$ cat config.mk
export PLATFORM = sky130hd
export DESIGN_NAME = seven_segment_grid_frame_builder_core_flat
export DESIGN_NICKNAME = d
export VERILOG_FILES = /design/src/rtl/sssg_pkg.sv /design/src/rtl/sssg_if.sv /design/src/rtl/sssg_digit_lane.sv /design/src/rtl/sssg_merge.sv /design/src/rtl/sssg_sequencer.sv /design/src/rtl/seven_segment_grid_frame_builder_core.sv /design/src/flat_wrapper.sv
export SDC_FILE = /design/constraint.sdc
export NUM_CORES = 1
export LEC_CHECK = 0
export BUFFER_PORTS_ARGS = -buffer_cell sky130_fd_sc_hd__buf_2
export CAP_MARGIN = 20
export CORE_MARGIN = 10
export CORE_UTILIZATION = 43
export CTS_BUF_LIST = sky130_fd_sc_hd__clkbuf_4 sky130_fd_sc_hd__clkbuf_8
export DETAILED_ROUTE_END_ITERATION = 8
export SYNTH_ARGS = -nofsm -noshare
export SYNTH_HDL_FRONTEND = slang
export SYNTH_SLANG_ARGS = --single-unit
$ cat constraint.sdc
create_clock -name clock -period 13.3 [get_ports clock]
set_input_delay 1.995 -clock clock [delete_from_list [all_inputs] [get_ports clock]]
set_output_delay 1.995 -clock clock [all_outputs]
set_load 0.02 [all_outputs]
$ cat src/rtl/sssg_pkg.sv
// Shared types, constants and the segment decode table for the frame builder.
`timescale 1ns / 1ps

package sssg_pkg;

   localparam int NUM_DIGITS  = 16;
   localparam int HALF_DIGITS = 8;
   localparam int SEG_BITS    = 8;
   localparam int POINT_DIGIT = 3;

   localparam logic [1:0] OP_CLEAR = 2'd0;
   localparam logic [1:0] OP_SHOW  = 2'd1;
   localparam logic [1:0] OP_LEDS  = 2'd2;

   localparam logic [7:0] CMD_BRIGHT  = 8'h8F;
   localparam logic [7:0] CMD_AUTOINC = 8'h40;
   localparam logic [7:0] CMD_FIXED   = 8'h44;
   localparam logic [7:0] CMD_ADDR    = 8'hC0;
   localparam logic [7:0] SEG_POINT   = 8'h80;

   typedef logic [NUM_DIGITS-1:0][SEG_BITS-1:0] seg_array_type;
   typedef logic [NUM_DIGITS-1:0][7:0]          frame_type;

   typedef struct packed {
      logic [7:0] tx_byte;
      logic       frame_end;
      logic       last;
   } beat_type;

   typedef enum logic [7:0] {
      ST_IDLE    = 8'b0000_0001,
      ST_BRIGHT  = 8'b0000_0010,
      ST_AUTOINC = 8'b0000_0100,
      ST_BASE    = 8'b0000_1000,
      ST_ZERO    = 8'b0001_0000,
      ST_FIXED   = 8'b0010_0000,
      ST_ADDR    = 8'b0100_0000,
      ST_DATA    = 8'b1000_0000
   } state_type;

   function automatic logic [SEG_BITS-1:0] seg_decode(input logic [3:0] digit);
      logic [SEG_BITS-1:0] seg;
      unique case (digit)
         4'h0: seg = 8'h3F;
         4'h1: seg = 8'h06;
         4'h2: seg = 8'h5B;
         4'h3: seg = 8'h4F;
         4'h4: seg = 8'h66;
         4'h5: seg = 8'h6D;
         4'h6: seg = 8'h7D;
         4'h7: seg = 8'h07;
         4'h8: seg = 8'h7F;
         4'h9: seg = 8'h6F;
         4'hA: seg = 8'h77;
         4'hB: seg = 8'h7C;
         4'hC: seg = 8'h39;
         4'hD: seg = 8'h5E;
         4'hE: seg = 8'h79;
         4'hF: seg = 8'h71;
         default: seg = 8'h00;
      endcase
      return seg;
   endfunction

endpackage

$ cat src/rtl/sssg_if.sv
// Valid/ready channel interfaces for commands and transmit bytes.
`timescale 1ns / 1ps

interface sssg_req_bus;
   logic        valid;
   logic        ready;
   logic [1:0]  operation;
   logic [63:0] digits;
   logic        point_on;
   logic [7:0]  led_mask;

   modport source (output valid, operation, digits, point_on, led_mask, input ready);
   modport sink   (input valid, operation, digits, point_on, led_mask, output ready);
endinterface

interface sssg_rsp_bus;
   logic       valid;
   logic       ready;
   logic [7:0] tx_byte;
   logic       frame_end;
   logic       last;

   modport source (output valid, tx_byte, frame_end, last, input ready);
   modport sink   (input valid, tx_byte, frame_end, last, output ready);
endinterface

$ cat src/rtl/sssg_digit_lane.sv
// One digit lane: hex to seven-segment decode with optional decimal point.
`timescale 1ns / 1ps

module sssg_digit_lane
   import sssg_pkg::*;
(
   input  logic [3:0]          digit,
   input  logic                point_en,
   output logic [SEG_BITS-1:0] seg
);

   assign seg = seg_decode(digit) | (point_en ? SEG_POINT : '0);

endmodule

$ cat src/rtl/sssg_merge.sv
// Merge of the lane outputs: transpose each half into per-segment data bytes.
`timescale 1ns / 1ps

module sssg_merge
   import sssg_pkg::*;
(
   input  seg_array_type seg,
   input  logic [1:0]    operation,
   input  logic [7:0]    led_mask,
   output frame_type     frame
);

   always_comb begin
      for (int j = 0; j < HALF_DIGITS; j++) begin
         for (int i = 0; i < HALF_DIGITS; i++) begin
            frame[j][i]               = seg[i][j];
            frame[HALF_DIGITS + j][i] = seg[HALF_DIGITS + i][j];
         end
      end
      // LED writes reuse the odd-address slots of the upper half
      if (operation == OP_LEDS) begin
         for (int k = 0; k < HALF_DIGITS; k++) begin
            frame[HALF_DIGITS + k] = {7'b0, led_mask[k]};
         end
      end
   end

endmodule

$ cat src/rtl/sssg_sequencer.sv
// Command holding register and byte sequencer with registered output beat.
`timescale 1ns / 1ps

module sssg_sequencer
   import sssg_pkg::*;
(
   input  logic       clock,
   input  logic       reset,
   input  logic       req_valid,
   output logic       req_ready,
   input  logic [1:0] req_op,
   input  frame_type  req_frame,
   output logic       rsp_valid,
   input  logic       rsp_ready,
   output beat_type   rsp_beat
);

   logic       cap_valid_ff, cap_valid_in;
   logic [1:0] cap_op_ff;
   frame_type  cap_frame_ff;

   state_type  state_ff, state_in, state_nxt;
   logic [3:0] w_ff, w_in, w_nxt;
   frame_type  frame_ff;

   logic       rsp_valid_ff, rsp_valid_in;
   beat_type   beat_ff, beat_in, beat;

   logic emit, final_beat, out_free, take_cap, req_fire, op_known;

   assign out_free = !rsp_valid_ff || rsp_ready;

   always_comb begin
      beat       = '0;
      emit       = 1'b0;
      final_beat = 1'b0;
      state_nxt  = state_ff;
      w_nxt      = w_ff;
      unique case (state_ff)
         ST_IDLE: begin
            state_nxt = ST_IDLE;
         end
         ST_BRIGHT: begin
            emit      = 1'b1;
            beat      = '{tx_byte: CMD_BRIGHT, frame_end: 1'b1, last: 1'b0};
            state_nxt = ST_AUTOINC;
         end
         ST_AUTOINC: begin
            emit      = 1'b1;
            beat      = '{tx_byte: CMD_AUTOINC, frame_end: 1'b1, last: 1'b0};
            state_nxt = ST_BASE;
         end
         ST_BASE: begin
            emit      = 1'b1;
            beat      = '{tx_byte: CMD_ADDR, frame_end: 1'b0, last: 1'b0};
            state_nxt = ST_ZERO;
            w_nxt     = '0;
         end
         ST_ZERO: begin
            emit       = 1'b1;
            final_beat = (w_ff == 4'hF);
            beat       = '{tx_byte: 8'h00, frame_end: final_beat, last: final_beat};
            w_nxt      = w_ff + 4'd1;
         end
         ST_FIXED: begin
            emit      = 1'b1;
            beat      = '{tx_byte: CMD_FIXED, frame_end: 1'b1, last: 1'b0};
            state_nxt = ST_ADDR;
         end
         ST_ADDR: begin
            emit      = 1'b1;
            // lower half to even addresses, upper half to odd ones
            beat      = '{tx_byte: CMD_ADDR | {4'b0, w_ff[2:0], w_ff[3]},
                          frame_end: 1'b0, last: 1'b0};
            state_nxt = ST_DATA;
         end
         ST_DATA: begin
            emit       = 1'b1;
            final_beat = (w_ff == 4'hF);
            beat       = '{tx_byte: frame_ff[w_ff], frame_end: 1'b1, last: final_beat};
            state_nxt  = ST_FIXED;
            w_nxt      = w_ff + 4'd1;
         end
         default: begin
            state_nxt = ST_IDLE;
         end
      endcase
   end

   assign take_cap  = cap_valid_ff && (state_ff == ST_IDLE || (final_beat && out_free));
   assign req_ready = !cap_valid_ff || take_cap;
   assign req_fire  = req_valid && req_ready;
   assign op_known  = (req_op == OP_CLEAR) || (req_op == OP_SHOW) || (req_op == OP_LEDS);

   always_comb begin
      // drop unknown operations at the holding register
      cap_valid_in = (cap_valid_ff && !take_cap) || (req_fire && op_known);
      state_in     = state_ff;
      w_in         = w_ff;
      if (take_cap) begin
         priority if (cap_op_ff == OP_CLEAR) begin
            state_in = ST_BRIGHT;
            w_in     = '0;
         end else if (cap_op_ff == OP_SHOW) begin
            state_in = ST_FIXED;
            w_in     = '0;
         end else begin
            state_in = ST_FIXED;
            w_in     = 4'd8;
         end
      end else if (emit && out_free) begin
         state_in = final_beat ? ST_IDLE : state_nxt;
         w_in     = w_nxt;
      end else if (state_ff != ST_IDLE && !emit) begin
         state_in = state_nxt;
      end
   end

   always_comb begin
      rsp_valid_in = rsp_valid_ff;
      beat_in      = beat_ff;
      if (emit && out_free) begin
         rsp_valid_in = 1'b1;
         beat_in      = beat;
      end else if (rsp_ready) begin
         rsp_valid_in = 1'b0;
      end
   end

   always_ff @(posedge clock) begin
      if (reset) begin
         cap_valid_ff <= 1'b0;
         state_ff     <= ST_IDLE;
         rsp_valid_ff <= 1'b0;
      end else begin
         cap_valid_ff <= cap_valid_in;
         state_ff     <= state_in;
         rsp_valid_ff <= rsp_valid_in;
      end
   end

   always_ff @(posedge clock) begin
      w_ff    <= w_in;
      beat_ff <= beat_in;
      if (req_fire) begin
         cap_op_ff    <= req_op;
         cap_frame_ff <= req_frame;
      end
      if (take_cap) begin
         frame_ff <= cap_frame_ff;
      end
   end

   assign rsp_valid = rsp_valid_ff;
   assign rsp_beat  = beat_ff;

endmodule

$ cat src/rtl/seven_segment_grid_frame_builder_core.sv
// Top level of the seven-segment grid frame builder.
`timescale 1ns / 1ps

// Takes one display command per beat on req_bus and sends the controller bytes on
// rsp_bus, one byte per cycle while the sink is ready. Clear gives 19 bytes, show
// digits 48 and set LEDs 24; last marks the final byte of a command and frame_end
// marks where strobe is released. Sixteen decode lanes and a transpose merge turn a
// command into its data bytes in the accept cycle; a one-entry holding register then
// lets the next command be accepted while the current one is still being sent, so
// commands follow each other back to back while the sink is ready, and the rate is
// set by the byte sequencer. Operation code 3 is accepted and dropped.
module seven_segment_grid_frame_builder_core
   import sssg_pkg::*;
(
   input  logic        clock,
   input  logic        reset,
   sssg_req_bus.sink   req_bus,
   sssg_rsp_bus.source rsp_bus
);

   seg_array_type seg;
   frame_type     frame;
   beat_type      beat;

   for (genvar k = 0; k < NUM_DIGITS; k++) begin : g_lane
      sssg_digit_lane u_lane (
         .digit    (req_bus.digits[4*k +: 4]),
         .point_en ((k == POINT_DIGIT) ? req_bus.point_on : 1'b0),
         .seg      (seg[k])
      );
   end

   sssg_merge u_merge (
      .seg       (seg),
      .operation (req_bus.operation),
      .led_mask  (req_bus.led_mask),
      .frame     (frame)
   );

   sssg_sequencer u_sequencer (
      .clock     (clock),
      .reset     (reset),
      .req_valid (req_bus.valid),
      .req_ready (req_bus.ready),
      .req_op    (req_bus.operation),
      .req_frame (frame),
      .rsp_valid (rsp_bus.valid),
      .rsp_ready (rsp_bus.ready),
      .rsp_beat  (beat)
   );

   assign rsp_bus.tx_byte   = beat.tx_byte;
   assign rsp_bus.frame_end = beat.frame_end;
   assign rsp_bus.last      = beat.last;

endmodule
$ cat src/flat_wrapper.sv
// flat-port wrapper written by rule: the top's interface ports become plain ports
module seven_segment_grid_frame_builder_core_flat import sssg_pkg::*;
  (clock, reset, req_bus_valid, req_bus_operation, req_bus_digits, req_bus_point_on, req_bus_led_mask, req_bus_ready, rsp_bus_valid, rsp_bus_tx_byte, rsp_bus_frame_end, rsp_bus_last, rsp_bus_ready);
  sssg_req_bus req_bus_i ();
  sssg_rsp_bus rsp_bus_i ();
  input  logic clock;
  input  logic reset;
  input wire logic [$bits(req_bus_i.valid)-1:0] req_bus_valid;
  input wire logic [$bits(req_bus_i.operation)-1:0] req_bus_operation;
  input wire logic [$bits(req_bus_i.digits)-1:0] req_bus_digits;
  input wire logic [$bits(req_bus_i.point_on)-1:0] req_bus_point_on;
  input wire logic [$bits(req_bus_i.led_mask)-1:0] req_bus_led_mask;
  output wire logic [$bits(req_bus_i.ready)-1:0] req_bus_ready;
  output wire logic [$bits(rsp_bus_i.valid)-1:0] rsp_bus_valid;
  output wire logic [$bits(rsp_bus_i.tx_byte)-1:0] rsp_bus_tx_byte;
  output wire logic [$bits(rsp_bus_i.frame_end)-1:0] rsp_bus_frame_end;
  output wire logic [$bits(rsp_bus_i.last)-1:0] rsp_bus_last;
  input wire logic [$bits(rsp_bus_i.ready)-1:0] rsp_bus_ready;
  assign req_bus_i.valid = req_bus_valid;
  assign req_bus_i.operation = req_bus_operation;
  assign req_bus_i.digits = req_bus_digits;
  assign req_bus_i.point_on = req_bus_point_on;
  assign req_bus_i.led_mask = req_bus_led_mask;
  assign req_bus_ready = req_bus_i.ready;
  assign rsp_bus_valid = rsp_bus_i.valid;
  assign rsp_bus_tx_byte = rsp_bus_i.tx_byte;
  assign rsp_bus_frame_end = rsp_bus_i.frame_end;
  assign rsp_bus_last = rsp_bus_i.last;
  assign rsp_bus_i.ready = rsp_bus_ready;
  seven_segment_grid_frame_builder_core u_core (.clock(clock), .reset(reset), .req_bus(req_bus_i), .rsp_bus(rsp_bus_i));
endmodule
Word level (Yosys, flattened, before mapping)
Memory sizes are Yosys's and may differ from the RTL's. A register that Yosys moved wholly into a read port is not among the register bits.
Index checks and enable logic that the tools add are counted.
- bits in registers: 282
- memory bits (read-only): 1792
- word-level logic and storage cells: 126
- memories: 16
- add/subtract/negate cells: 1
- order comparisons: 1
- eq/ne operators: 13
- muxes and demuxes: 20
- bitwise gates (word level): 1
- reduce and logical (&&, ||, !) cells: 26
- memory list (memory ; words ; width ; read ports ; clocked after Yosys merged registers in ; wr ports ; RTL line ; text):
    (name not given) ; 16 ; 7 ; 1 ; 1 ; 0 ; sssg_pkg.sv:43 ; unique case (digit)
    (name not given) ; 16 ; 7 ; 1 ; 0 ; 0 ; sssg_pkg.sv:43 ;
    (name not given) ; 16 ; 7 ; 1 ; 0 ; 0 ; sssg_pkg.sv:43 ;
    (name not given) ; 16 ; 7 ; 1 ; 0 ; 0 ; sssg_pkg.sv:43 ;
    (name not given) ; 16 ; 7 ; 1 ; 0 ; 0 ; sssg_pkg.sv:43 ;
    (name not given) ; 16 ; 7 ; 1 ; 0 ; 0 ; sssg_pkg.sv:43 ;
    +10 memories ; -- ; -- ; -- ; -- ; -- ; -- ;
- operator list (cell ; number):
    $pmux 10 s7 ; 1
    $mux 57 ; 1
    $pmux 8 s7 ; 1
    $mux 8 ; 6
    $bmux 8 s4 ; 1
    $mux 4 ; 4
    $eq 8x1->1 const B ; 1
    $eq 8x2->1 const B ; 1
    $eq 8x3->1 const B ; 1
    $eq 8x4->1 const B ; 1
    $eq 8x5->1 const B ; 1
    $eq 8x6->1 const B ; 1
    $eq 8x7->1 const B ; 1
    $eq 8x8->1 const B ; 1
    $ne 8x1->1 const B ; 1
    $or 8x8->8 ; 1
    $pmux 4 s2 ; 1
    $logic_and 1x1->1 ; 7
    $reduce_or 7->1 ; 1
    $logic_or 1x1->1 ; 6
    $mux 6 ; 1
    $reduce_bool 3->1 ; 2
    $lt 4x5->1 const B ; 1
    $add 4x1->4 const B ; 1
    9 further kinds ; 18

Logic depth before layout (Yosys ltp)
Gate-level depths: netlist of the first run.
- word-level depth: 10
- depth in mapped cells: 8
- mapped depth without buffers: 7

Cells and area by module
From an unflattened synthesis of the first run, not the netlist that was laid out.
- cells, all modules: 1132
- area, all modules: 15721.3 sq um
- modules (own cells, without submodules) (module ; instances ; cells an instance ; area each (sq um)):
    sssg_sequencer ; 1 ; 451 ; 10010.9
    sssg_digit_lane (u_core.g_lane[11].u_lane ...) ; 9 ; 34 ; 295.3
    sssg_digit_lane (u_core.g_lane[5].u_lane ...) ; 5 ; 34 ; 294.0
    sssg_merge ; 1 ; 136 ; 991.0
    sssg_digit_lane (u_core.g_lane[0].u_lane) ; 1 ; 34 ; 297.8
    sssg_digit_lane (u_core.g_lane[10].u_lane) ; 1 ; 34 ; 290.3
    seven_segment_grid_frame_builder_core ; 1 ; 1 ; 3.8

Worst setup path before layout of the first run
OpenSTA, ideal clock, no wires.
- kind: input port to flip-flop
- start: input port rsp_bus_ready
- end: register u_core.u_sequencer.cap_frame_ff[0] in the netlist's numbering, enable pin
- data arrival time: 5.306 ns
- path slack: 7.506 ns
- stages on the path: 5
- path through: nor2b_1 nor3_2 nor2_1 nand2_1 and2_1
- word-level cells in the longest chain between the ends: 6
- RTL lines (item ; RTL line ; text):
    start: declaration ; flat_wrapper.sv:18 ; input wire logic [$bits(rsp_bus_i.ready)-1:0] rsp_bus_ready;
    $logic_or 1x1->1 ; sssg_sequencer.sv:31 ; assign out_free = !rsp_valid_ff || rsp_ready;
    $logic_and 1x1->1 ; sssg_sequencer.sv:90 ; assign take_cap = cap_valid_ff && (state_ff == ST_IDLE || (final_beat && out_free));
    $logic_or 1x1->1 ; sssg_sequencer.sv:90 ;
    $logic_and 1x1->1 ; sssg_sequencer.sv:90 ;
    $logic_or 1x1->1 ; sssg_sequencer.sv:91 ; assign req_ready = !cap_valid_ff || take_cap;
    named net req_bus_ready ; flat_wrapper.sv:13 ; output wire logic [$bits(req_bus_i.ready)-1:0] req_bus_ready;
    $logic_and 1x1->1 ; sssg_sequencer.sv:92 ; assign req_fire = req_valid && req_ready;
    named net u_core.u_sequencer.req_fire ; sssg_sequencer.sv:29 ; logic emit, final_beat, out_free, take_cap, req_fire, op_known;
    end: declaration ; sssg_sequencer.sv:20 ; frame_type cap_frame_ff;
The timed path passes the listed nets, and every way through them passes these cells.
A chain may end at the register's enable or synchronous reset.

Worst setup path after layout of the first run
- start: input port rsp_bus_ready
- end: output port req_bus_ready
- word-level cells in the longest chain between the ends: 5
- RTL lines (item ; RTL line):
    $logic_or 1x1->1 ; sssg_sequencer.sv:31
    $logic_and 1x1->1 ; sssg_sequencer.sv:90
    $logic_or 1x1->1 ; sssg_sequencer.sv:90
    $logic_and 1x1->1 ; sssg_sequencer.sv:90
    $logic_or 1x1->1 ; sssg_sequencer.sv:91
    end: declaration ; flat_wrapper.sv:13
No other way between the ends.

==> impl_metrics.csv, run 1 <==
group,metric,value,unit
cells_and_area,nets,1297,
global_route,grt_overflow,0,
setup_path,cp_slowest_cell,"nor3_2",
route,first_pass_iters,5,
timing,slew_headroom,39.1,%
pwr,ir_worst_vdd,0.0741,mV
cts,cts_resized,0,
cts,clock_latency,0.54,ns
cts,clk_pin_slew,0.06,ns
synth,syn_area,0.0133,mm2
synth,synth.distinct_cells,55,
flow_run,drv_cap,0,
cts,post_cts_buffers,0,
setup_path,cp_cell_sequence,"buf_2 -> nor2b_1 -> nor3_2 -> nor2_1 -> nand2_1 -> buf_2",
cells_and_area,nFillCells,2683,
cts,clk_path_buf_depth,3,
setup_path,worst-r2r-cell-count,8,
floorplanning,core_area,0.0306,mm2
setup_path,max_stage_delay,0.31,ns
synth,avgSynthCellArea,13.1,um2
placed_design,dpl.cell_count,1458,
synth,syn_inst,1013,
setup_path,arrival,2.81,ns
worst_hold_path,hold_depth,0,
worst_hold_path,worstHoldPathType,"reg -> reg",
route,drc,0,
route,wire_per_inst,16.0,um
cts,cts_buffers,41,
placed_design,port_buffers,90,
floorplanning,die_y,196,um
floorplanning,die_x,196,um
timing,tns,0,ns
cells_and_area,layout_common_cells,"244 x edfxtp_1, 113 x ha_1, 90 x buf_2, 84 x inv_1, 82 x nor2_1",
cells_and_area,final-seq-area,0.00753,mm2
cts,cts-root-buf,"clkbuf_8",
cts,clock-sinks,254,
placed_design,gp_congestion,0.873,
timing,fin_crit_sh,36.1,%
cells_and_area,drive_above_1_share,18.1,%
synth,synth_nets,1205,
route,ant_nets,0,
cells_and_area,instances_no_fill,1535,
cts,cts_hold_buffers,0,
global_route,grt_antenna_before_repair,1,
pwr,leakage,5.74,nW
setup_path,end_kind,"output pin",
run_status,status,"finished clean",
setup_path,criticalPathCategory,"in -> out",
cts,tritoncts,"built",
route,drt_iter0_markers,543,
cells_and_area,multi_input_area,0.00524,mm2
global_route,grt_pass1_vias,8089,
timing,max_freq,0.208,GHz
route,drt-total-wl,24.5,mm
floorplanning,row_count,64,
placed_design,dp_hpwl,16.9,mm
timing,tightest_slew,0.914,ns
timing,hold_viol,0,
timing,rsz0062_at_grt,"no",
synth,ys_warn_count,0,
cells_and_area,syn_to_final_growth,12.1,%
setup_path,cp_common_cell,"buf_2",
timing,slew_violations,0,
setup_path,worst-path-buf-inv,2,
timing,setup_viol,0,
timing,clock_skew,0.0294,ns
route,viasPerCell,5.18,
cells_and_area,final_common_cell,"edfxtp_1",
setup_path,cp-start-kind,"primary input",
setup_path,worstPathRequired,11.31,ns
floorplanning,io_pins,91,
synth,yosysSeqAreaShare,56.6,%
route,vias,7955,
setup_path,path_depth,6,
synth,synth_seq_cells,254,
floorplanning,start_util,43.5,%
setup_path,critPathTopFamily,"simple AND/OR/NAND/NOR gates",
global_route,grt_max_degree,77,
timing,fin_crit,4.81,ns
pwr,p_per_area,120,mW/mm2
floorplanning,dieArea,0.0384,mm2
setup_path,worstPathMaxFanout,5,
global_route,track_usage,12.8,%
cts,htreeDepth,2,
global_route,grt_pass1_wl,40.8,mm
cells_and_area,final_core_util,48.7,%
==> cells in the mapped netlist, drive strengths merged <==
cell / number / area [um2]
nand2b: 8 / 50.1
o32ai: 3 / 26.3
buf: 10 / 78.8
and2: 5 / 31.3
nor3: 34 / 175
dfxtp: 10 / 200
inv: 85 / 319
o21bai: 12 / 93.8
a21o: 1 / 7.51
o21a: 3 / 22.5
a2bb2oi: 1 / 8.76
and3b: 1 / 8.76
or3: 2 / 12.5
o31ai: 1 / 7.51
mux2i: 24 / 240
a221oi: 21 / 184
nor2: 82 / 308
xor2: 3 / 26.3
and4: 1 / 8.76
o22ai: 1 / 6.26
edfxtp: 244 / 7330
xnor2: 2 / 17.5
nor3b: 5 / 37.5
a31oi: 3 / 18.8
mux4: 42 / 1010
clkbuf: 36 / 149
mux2: 5 / 56.3
a211oi: 27 / 208
ha: 113 / 1410
and3: 2 / 12.5
nor4b: 1 / 15.0
nand2: 61 / 229
o32a: 3 / 30.0
a22oi: 16 / 120
a21oi: 36 / 180
dlygate4sd1: 1 / 8.76
nor4: 1 / 21.3
nor2b: 38 / 238
a22o: 6 / 52.6
a221o: 5 / 50.1
o21ai: 50 / 250
nand3: 7 / 40.0
nand4b: 1 / 8.76
==> layer usage <==
metal  vias to the layer above  GRT usage [%]  wire length [um]
met2                       159           20.4             11500
met4                         0           4.21               413
met3                        34           2.47              1090
met5                         -              0                 0
li1                       3964              -                 -
met1                      3798           17.1             11500
==> registers in the layout, indices dropped and copies added (netlist names) <==
signal / flops
u_core.u_sequencer.cap_frame_ff: 114
u_core.u_sequencer.cap_op_ff: 2
u_core.u_sequencer.rsp_valid: 1
u_core.u_sequencer.cap_valid_ff: 1
u_core.u_sequencer.w_ff: 4
u_core.u_sequencer.rsp_beat: 10
u_core.u_sequencer.frame_ff: 114
u_core.u_sequencer.state_ff: 8
==> per-stage QoR <==
step                      hold WS, ns  worst slack [ns]  power [mW]  cell area (um2)
final                           0.416              8.49        1.79            14900
after global routing            0.420              8.38        1.88            14900
after CTS                       0.418              8.48        1.82            14900
after detailed placement        0.405              8.48        1.15            14100
after global placement          0.400              8.51        1.15            14100
after floorplan                 0.400              7.51        1.10            13300
==> final timing paths <==
check,start,to,slack [ns]
max reg2reg,u_core.u_sequencer.w_ff[1],u_core.u_sequencer.cap_frame_ff[42],9.73
min reg2reg,u_core.u_sequencer.cap_frame_ff[116],u_core.u_sequencer.frame_ff[116],0.42
max,rsp_bus_ready,req_bus_ready,8.49
min,u_core.u_sequencer.cap_frame_ff[116],u_core.u_sequencer.frame_ff[116],0.42
==> area by class of cell <==
| type | count | area share (%) |
|---|---|---|
| well taps | 396 | 3.32 |
| clock inverters | 16 | 0.722 |
| inverters | 85 | 2.16 |
| repair buffers | 96 | 3.32 |
| multi-input cells | 627 | 35.1 |
| diodes | 1 | 0.0168 |
| flip-flops and latches | 254 | 50.5 |
| clock buffers | 60 | 4.87 |
==> cell families (layout without fill, tap and decap cells) <==
logic type               count (synthesis)  in the layout  share of synthesized area [%]
flip-flops                             254            254                           56.6
AND/OR/NAND/NOR                        249            249                           8.99
AO/OA/AOI/OAI                          189            189                           9.52
buffers and inverters                  132            257                           4.18
adder cells (fa/ha/maj)                113            113                           10.6
multiplexers                            71             71                           9.79
XOR/XNOR                                 5              5                          0.329
other                                    0              1                              0
==> report_power, final <==
part           switching [mW]  internal (mW)  leakage [nW]
Combinational           0.108         0.0719          2.95
Clock                   0.290          0.372         0.441
Sequential             0.0127          0.940          2.35
Total                   0.411           1.38          5.74
Note: power is estimated with default switching activity, not from simulation.
==> run 2, diff against run 1 <==
--- a/config.mk
+++ b/config.mk
@@ -5,6 +5,7 @@
 export SDC_FILE = /design/constraint.sdc
 export NUM_CORES = 1
 export LEC_CHECK = 0
+export ABC_AREA = 1
 export BUFFER_PORTS_ARGS = -buffer_cell sky130_fd_sc_hd__buf_2
 export CAP_MARGIN = 20
 export CORE_MARGIN = 10
==> constraint.sdc (replaced) <==
create_clock -name clock -period 3.96 [get_ports clock]
set_input_delay 0.594 -clock clock [delete_from_list [all_inputs] [get_ports clock]]
set_output_delay 0.594 -clock clock [all_outputs]
set_load 0.02 [all_outputs]
==> impl_metrics.csv, run 2 <==
group,metric,value,unit
setup_path,cp_slowest_cell,"edfxtp_1",
cells_and_area,drive_above_1_share,14.3,%
setup_path,cp-start-kind,"flop",
synth,synth_area_leader_cell,"edfxtp_1",
cts,post_cts_buffers,0,
global_route,track_usage,14.1,%
cts,cts_hold_buffers,0,
pwr,leakage,6.17,nW
synth,syn_area,0.0132,mm2
setup_path,worstPathMaxFanout,12,
timing,fin_crit_sh,73.5,%
synth,synth_edf_count,244,
synth,syn_inst,1295,
cts,tritoncts,"built",
cts,clk_path_buf_depth,3,
setup_path,max_stage_delay,0.71,ns
cts,cts_resized,0,
setup_path,cp_cell_sequence,"ha_1 -> nand2_1 -> nor2_1 -> nand3_4 -> nand3_1 -> buf_2",
setup_path,worst-r2r-cell-count,8,
timing,worst_hold_slack,0.277,ns
cells_and_area,layout_common_cells,"244 x edfxtp_1, 239 x nand2_1, 145 x nor2_1, 142 x inv_1, 140 x o21ai_0",
setup_path,critPathTopFamily,"flip-flops",
synth,yosysSeqAreaShare,57.2,%
timing,clock_skew,0.0197,ns
cells_and_area,final_area,0.0148,mm2
setup_path,worst-path-buf-inv,1,
placed_design,port_buffers,90,
setup_path,path_depth,6,
timing,hold_viol,0,
synth,synth_seq_cells,254,
floorplanning,die_y,195,um
cells_and_area,diodes,0,
placed_design,dpl.cell_count,1753,
synth,synth_commonest_cells,"244 x edfxtp_1, 239 x nand2_1, 147 x nor2_1",
floorplanning,io_pins,91,
worst_hold_path,hold_depth,1,
cells_and_area,nets,1598,
setup_path,criticalPathCategory,"reg -> out",
synth,synth_top_area_share,55.7,%
route,ant_nets,0,
global_route,grt_max_degree,63,
route,drc,0,
flow_run,drv_cap,0,
timing,tightest_slew,0.976,ns
worst_hold_path,worstHoldPathType,"in -> reg",
cts,clk_pin_slew,0.06,ns
synth,synth.most_common_cell,"edfxtp_1",
cells_and_area,final_core_util,49.5,%
cells_and_area,final_common_cell,"edfxtp_1",
placed_design,dp_hpwl,20.2,mm
setup_path,worstPathRequired,3.37,ns
synth,synthArstFlopShare,0,%
setup_path,end_kind,"output pin",
floorplanning,die_x,195,um
route,vias,9148,
synth,ys_warn_count,0,
global_route,grt_pass1_wl,44.7,mm
cts,clock_latency,0.54,ns
setup_path,arrival,2.32,ns
timing,fin_crit,2.91,ns
floorplanning,row_count,63,
cts,cts_buffers,41,
global_route,grt_antenna_before_repair,1,
timing,slew_violations,0,
cells_and_area,syn_to_final_growth,12.7,%
route,viasPerCell,5.01,
synth,synth_flop_cell,"edfxtp_1",
timing,setup_viol,0,
cts,cts-root-buf,"clkbuf_8",
run_status,status,"finished clean",
cts,clock-sinks,254,
synth,synth.distinct_cells,36,
pwr,p_per_area,471,mW/mm2
route,drt_iter0_markers,655,
route,wire_per_inst,15.3,um
placed_design,gp_congestion,0.867,
setup_path,rrSetupSlack,1.11,ns
timing,rsz0062_at_grt,"no",
placed_design,post_dp_cell_area,0.0141,mm2
timing,slew_headroom,34.9,%
route,drt-total-wl,28.0,mm
floorplanning,core_area,0.0300,mm2
timing,tns,0,ns
cells_and_area,instances_no_fill,1825,
route,first_pass_iters,5,
pwr,ir_worst_vdd,0.216,mV
global_route,grt_overflow,0,
synth,synth_nets,1487,
cts,htreeDepth,2,
floorplanning,start_util,43.9,%
synth,avgSynthCellArea,10.2,um2
timing,max_freq,0.343,GHz
floorplanning,dieArea,0.0380,mm2
global_route,grt_pass1_vias,8823,
synth,synthTopCellsByArea,"edfxtp_1 56%, ha_1 11%, nand2_1 6.8%",
run 2: changes by cell type in the layout (fill, tap and decap cells not counted), sizes merged, moves of 36 or more:
cell | previous run | this run
mux4 | 42 | 0
a21oi | 36 | 72
o21ai | 50 | 146
inv | 86 | 155
nor2 | 82 | 154
nand2 | 61 | 255
nor2b | 38 | 0
run 2: metrics by stage:
step / total power, mW / setup slack [ns]
4_1_cts: 7.06 / 1.03
2_1_floorplan: 4.50 / 0.0301
3_3_place_gp: 4.91 / 1.13
6_report: 6.98 / 1.05
5_1_grt: 7.38 / 0.865
3_5_place_dp: 4.93 / 1.09
run 2: cell families after synthesis:
group                    synth area share (%)
AND/OR/NAND/NOR                          15.0
XOR/XNOR                               0.0666
buffers and inverters                    5.52
adder cells (fa/ha/maj)                  10.7
AO/OA/AOI/OAI                            11.5
flip-flops                               57.2
run 2: report_power, final:
group	switching, mW	leakage, nW	internal [mW]
combinational	0.891	3.38	0.367
sequential	0.140	2.37	3.47
clock	0.974	0.417	1.14
run 2: worst paths after layout:
check	startpoint	to
min reg2reg	u_core.u_sequencer.cap_frame_ff[28]	u_core.u_sequencer.frame_ff[28]
max reg2reg	u_core.u_sequencer.w_ff[1]	u_core.u_sequencer.cap_frame_ff[82]
min	req_bus_point_on	u_core.u_sequencer.cap_frame_ff[59]
max	u_core.u_sequencer.w_ff[1]	req_bus_ready
run 2: routing by layer:
layer  global-route usage (%)  wire length, um
met4                     3.61              328
met5                        0               13
met3                     3.39             1500
met2                     22.6            13000
met1                     18.7            13100
run 2: layout make-up:
class	instances	area (um2)
multi-input combinational	854	4910
tap	390	488
sequential	254	7530
timing repair buffer	100	551
inverter	155	589
clock buffer	58	698
clock inverter	14	71.3
fill	2745	15100
==> run 3, diff against run 2 <==
==> constraint.sdc (replaced) <==
create_clock -name clock -period 3 [get_ports clock]
set_input_delay 0.45 -clock clock [delete_from_list [all_inputs] [get_ports clock]]
set_output_delay 0.45 -clock clock [all_outputs]
set_load 0.02 [all_outputs]
==> impl_metrics.csv, run 3 (synthesis results as in run 2) <==
group,metric,value,unit
run_status,status,"finished clean",
route,wire_per_inst,14.8,um
cells_and_area,final_common_cell,"edfxtp_1",
route,vias,9097,
timing,hold_viol,0,
global_route,track_usage,13.8,%
cells_and_area,diodes,0,
cts,htreeDepth,2,
global_route,grt_max_degree,59,
global_route,grt_util_met2,23.2,%
cts,cts_buffers,39,
cells_and_area,nets,1604,
route,drt_iter0_markers,599,
setup_path,worst-path-buf-inv,1,
cts,post_cts_buffers,0,
setup_path,cp-start-kind,"flop",
setup_path,max_stage_delay,0.62,ns
worst_hold_path,worstHoldPathType,"in -> reg",
cts,tritoncts,"built",
timing,rsz0062_at_grt,"no",
timing,slew_headroom,55.0,%
global_route,grt_use_met1,17.7,%
timing,tightest_slew,0.674,ns
cells_and_area,instances_no_fill,1831,
floorplanning,start_util,43.9,%
floorplanning,io_pins,91,
floorplanning,die_x,195,um
route,drt-total-wl,27.1,mm
route,drc,0,
placed_design,port_buffers,90,
cts,cts_resized,0,
global_route,grt_antenna_before_repair,0,
setup_path,cp_slowest_cell,"edfxtp_1",
setup_path,critPathTopFamily,"flip-flops",
floorplanning,core_area,0.0300,mm2
floorplanning,row_count,63,
global_route,grt_pass1_wl,43.8,mm
setup_path,worstPathRequired,2.55,ns
setup_path,end_kind,"output pin",
setup_path,criticalPathCategory,"reg -> out",
setup_path,rrSetupSlack,0.58,ns
worst_hold_path,hold_depth,1,
worst_hold_path,min_to,"u_core.u_sequencer.cap_frame_ff[59]",
timing,clock_skew,0.0226,ns
cells_and_area,syn_to_final_growth,13.3,%
route,viasPerCell,4.97,
cells_and_area,drive_above_1_share,15.5,%
setup_path,cp_cell_sequence,"ha_2 -> nand2_2 -> nor2_2 -> nand3_4 -> nand3_4 -> buf_2",
pwr,total_power,9.16,mW
global_route,busiest_layer,"met2",
timing,max_freq,0.394,GHz
setup_path,r2r_start,"u_core.u_sequencer.w_ff[1]",
worst_hold_path,hp-start,"req_bus_point_on",
pwr,p_per_area,614,mW/mm2
cts,cts_hold_buffers,0,
route,ant_nets,0,
global_route,grt_use_met3,2.50,%
route,first_pass_iters,5,
timing,fin_crit_sh,84.5,%
setup_path,r2r-end,"u_core.u_sequencer.frame_ff[4]",
setup_path,arrival,2.09,ns
floorplanning,dieArea,0.0380,mm2
setup_path,worst-r2r-cell-count,8,
pwr,ir_worst_vdd,0.249,mV
cts,clock-sinks,254,
floorplanning,die_y,195,um
flow_run,drv_cap,0,
timing,fin_crit,2.54,ns
global_route,grt_overflow,0,
placed_design,dp_hpwl,19.6,mm
cts,clock_latency,0.54,ns
cts,clk_pin_slew,0.06,ns
timing,setup_viol,0,
placed_design,dpl.cell_count,1761,
placed_design,gp_congestion,0.847,
pwr,leakage,6.20,nW
cells_and_area,layout_common_cells,"244 x edfxtp_1, 237 x nand2_1, 143 x nor2_1, 142 x inv_1, 140 x o21ai_0",
setup_path,cp_common_cell,"nand3_4",
setup_path,worstPathMaxFanout,12,
cts,clk_path_buf_depth,3,
global_route,grt_pass1_vias,8697,
timing,slew_violations,0,
cts,cts-root-buf,"clkbuf_8",
-- run 3: cell count changes in the layout (fill, tap and decap cells not counted), sizes merged --
cell      change
inv           -2
clkbuf        -2
clkinvlp      +2
buf           +8
-- run 3: per-stage QoR --
| stage | utilization (%) | hold slack [ns] | area (um2) | setup WS (ns) | TNS, ns |
|---|---|---|---|---|---|
| after detailed placement | 47.3 | 0.405 | 14200 | 0.583 | 0 |
| after CTS | 49.8 | 0.0993 | 14900 | 0.431 | 0 |
| after floorplan | - | 0.400 | 13200 | -0.106 | -12.32 |
| after global routing | 49.8 | 0.0916 | 14900 | 0.316 | 0 |
| final | 49.8 | 0.119 | 14900 | 0.465 | 0 |
| after global placement | 47.3 | 0.402 | 14200 | 0.667 | 0 |
-- run 3: layer usage --
layer	up-vias	wire (um)	part of all wire (%)
li1	4647	-	-
met1	4245	12300	45
met2	171	13300	49
met3	34	1120	4.1
met4	0	448	1.7
met5	-	0	0
-- run 3: layout make-up --
cell class / count / area (um2)
flip-flops and latches: 254 / 7530
multi-input cells: 854 / 4940
well taps: 390 / 488
repair buffers: 108 / 623
inverters: 155 / 593
clock buffers: 56 / 671
clock inverters: 14 / 71.3
fillers: 2745 / 15000
-- run 3: how the worst max path moves through the flow --
stage | from | endpoint | slack, ns | cells past startpoint
after floorplan | u_core.u_sequencer.w_ff[1] | u_core.u_sequencer.cap_frame_ff[0] | -0.11 | 7
after global placement | u_core.u_sequencer.w_ff[1] | u_core.u_sequencer.frame_ff[12] | 0.67 | 8
after detailed placement | u_core.u_sequencer.w_ff[1] | u_core.u_sequencer.frame_ff[4] | 0.58 | 8
after CTS | u_core.u_sequencer.w_ff[1] | req_bus_ready | 0.43 | 6
after global routing | u_core.u_sequencer.w_ff[1] | req_bus_ready | 0.32 | 6
final | u_core.u_sequencer.w_ff[1] | req_bus_ready | 0.46 | 6
-- run 3: where the power goes --
group	internal (mW)	leakage, nW	switching (mW)
Clock	1.45	0.400	1.25
Combinational	0.526	3.42	1.20
Sequential	4.58	2.38	0.163
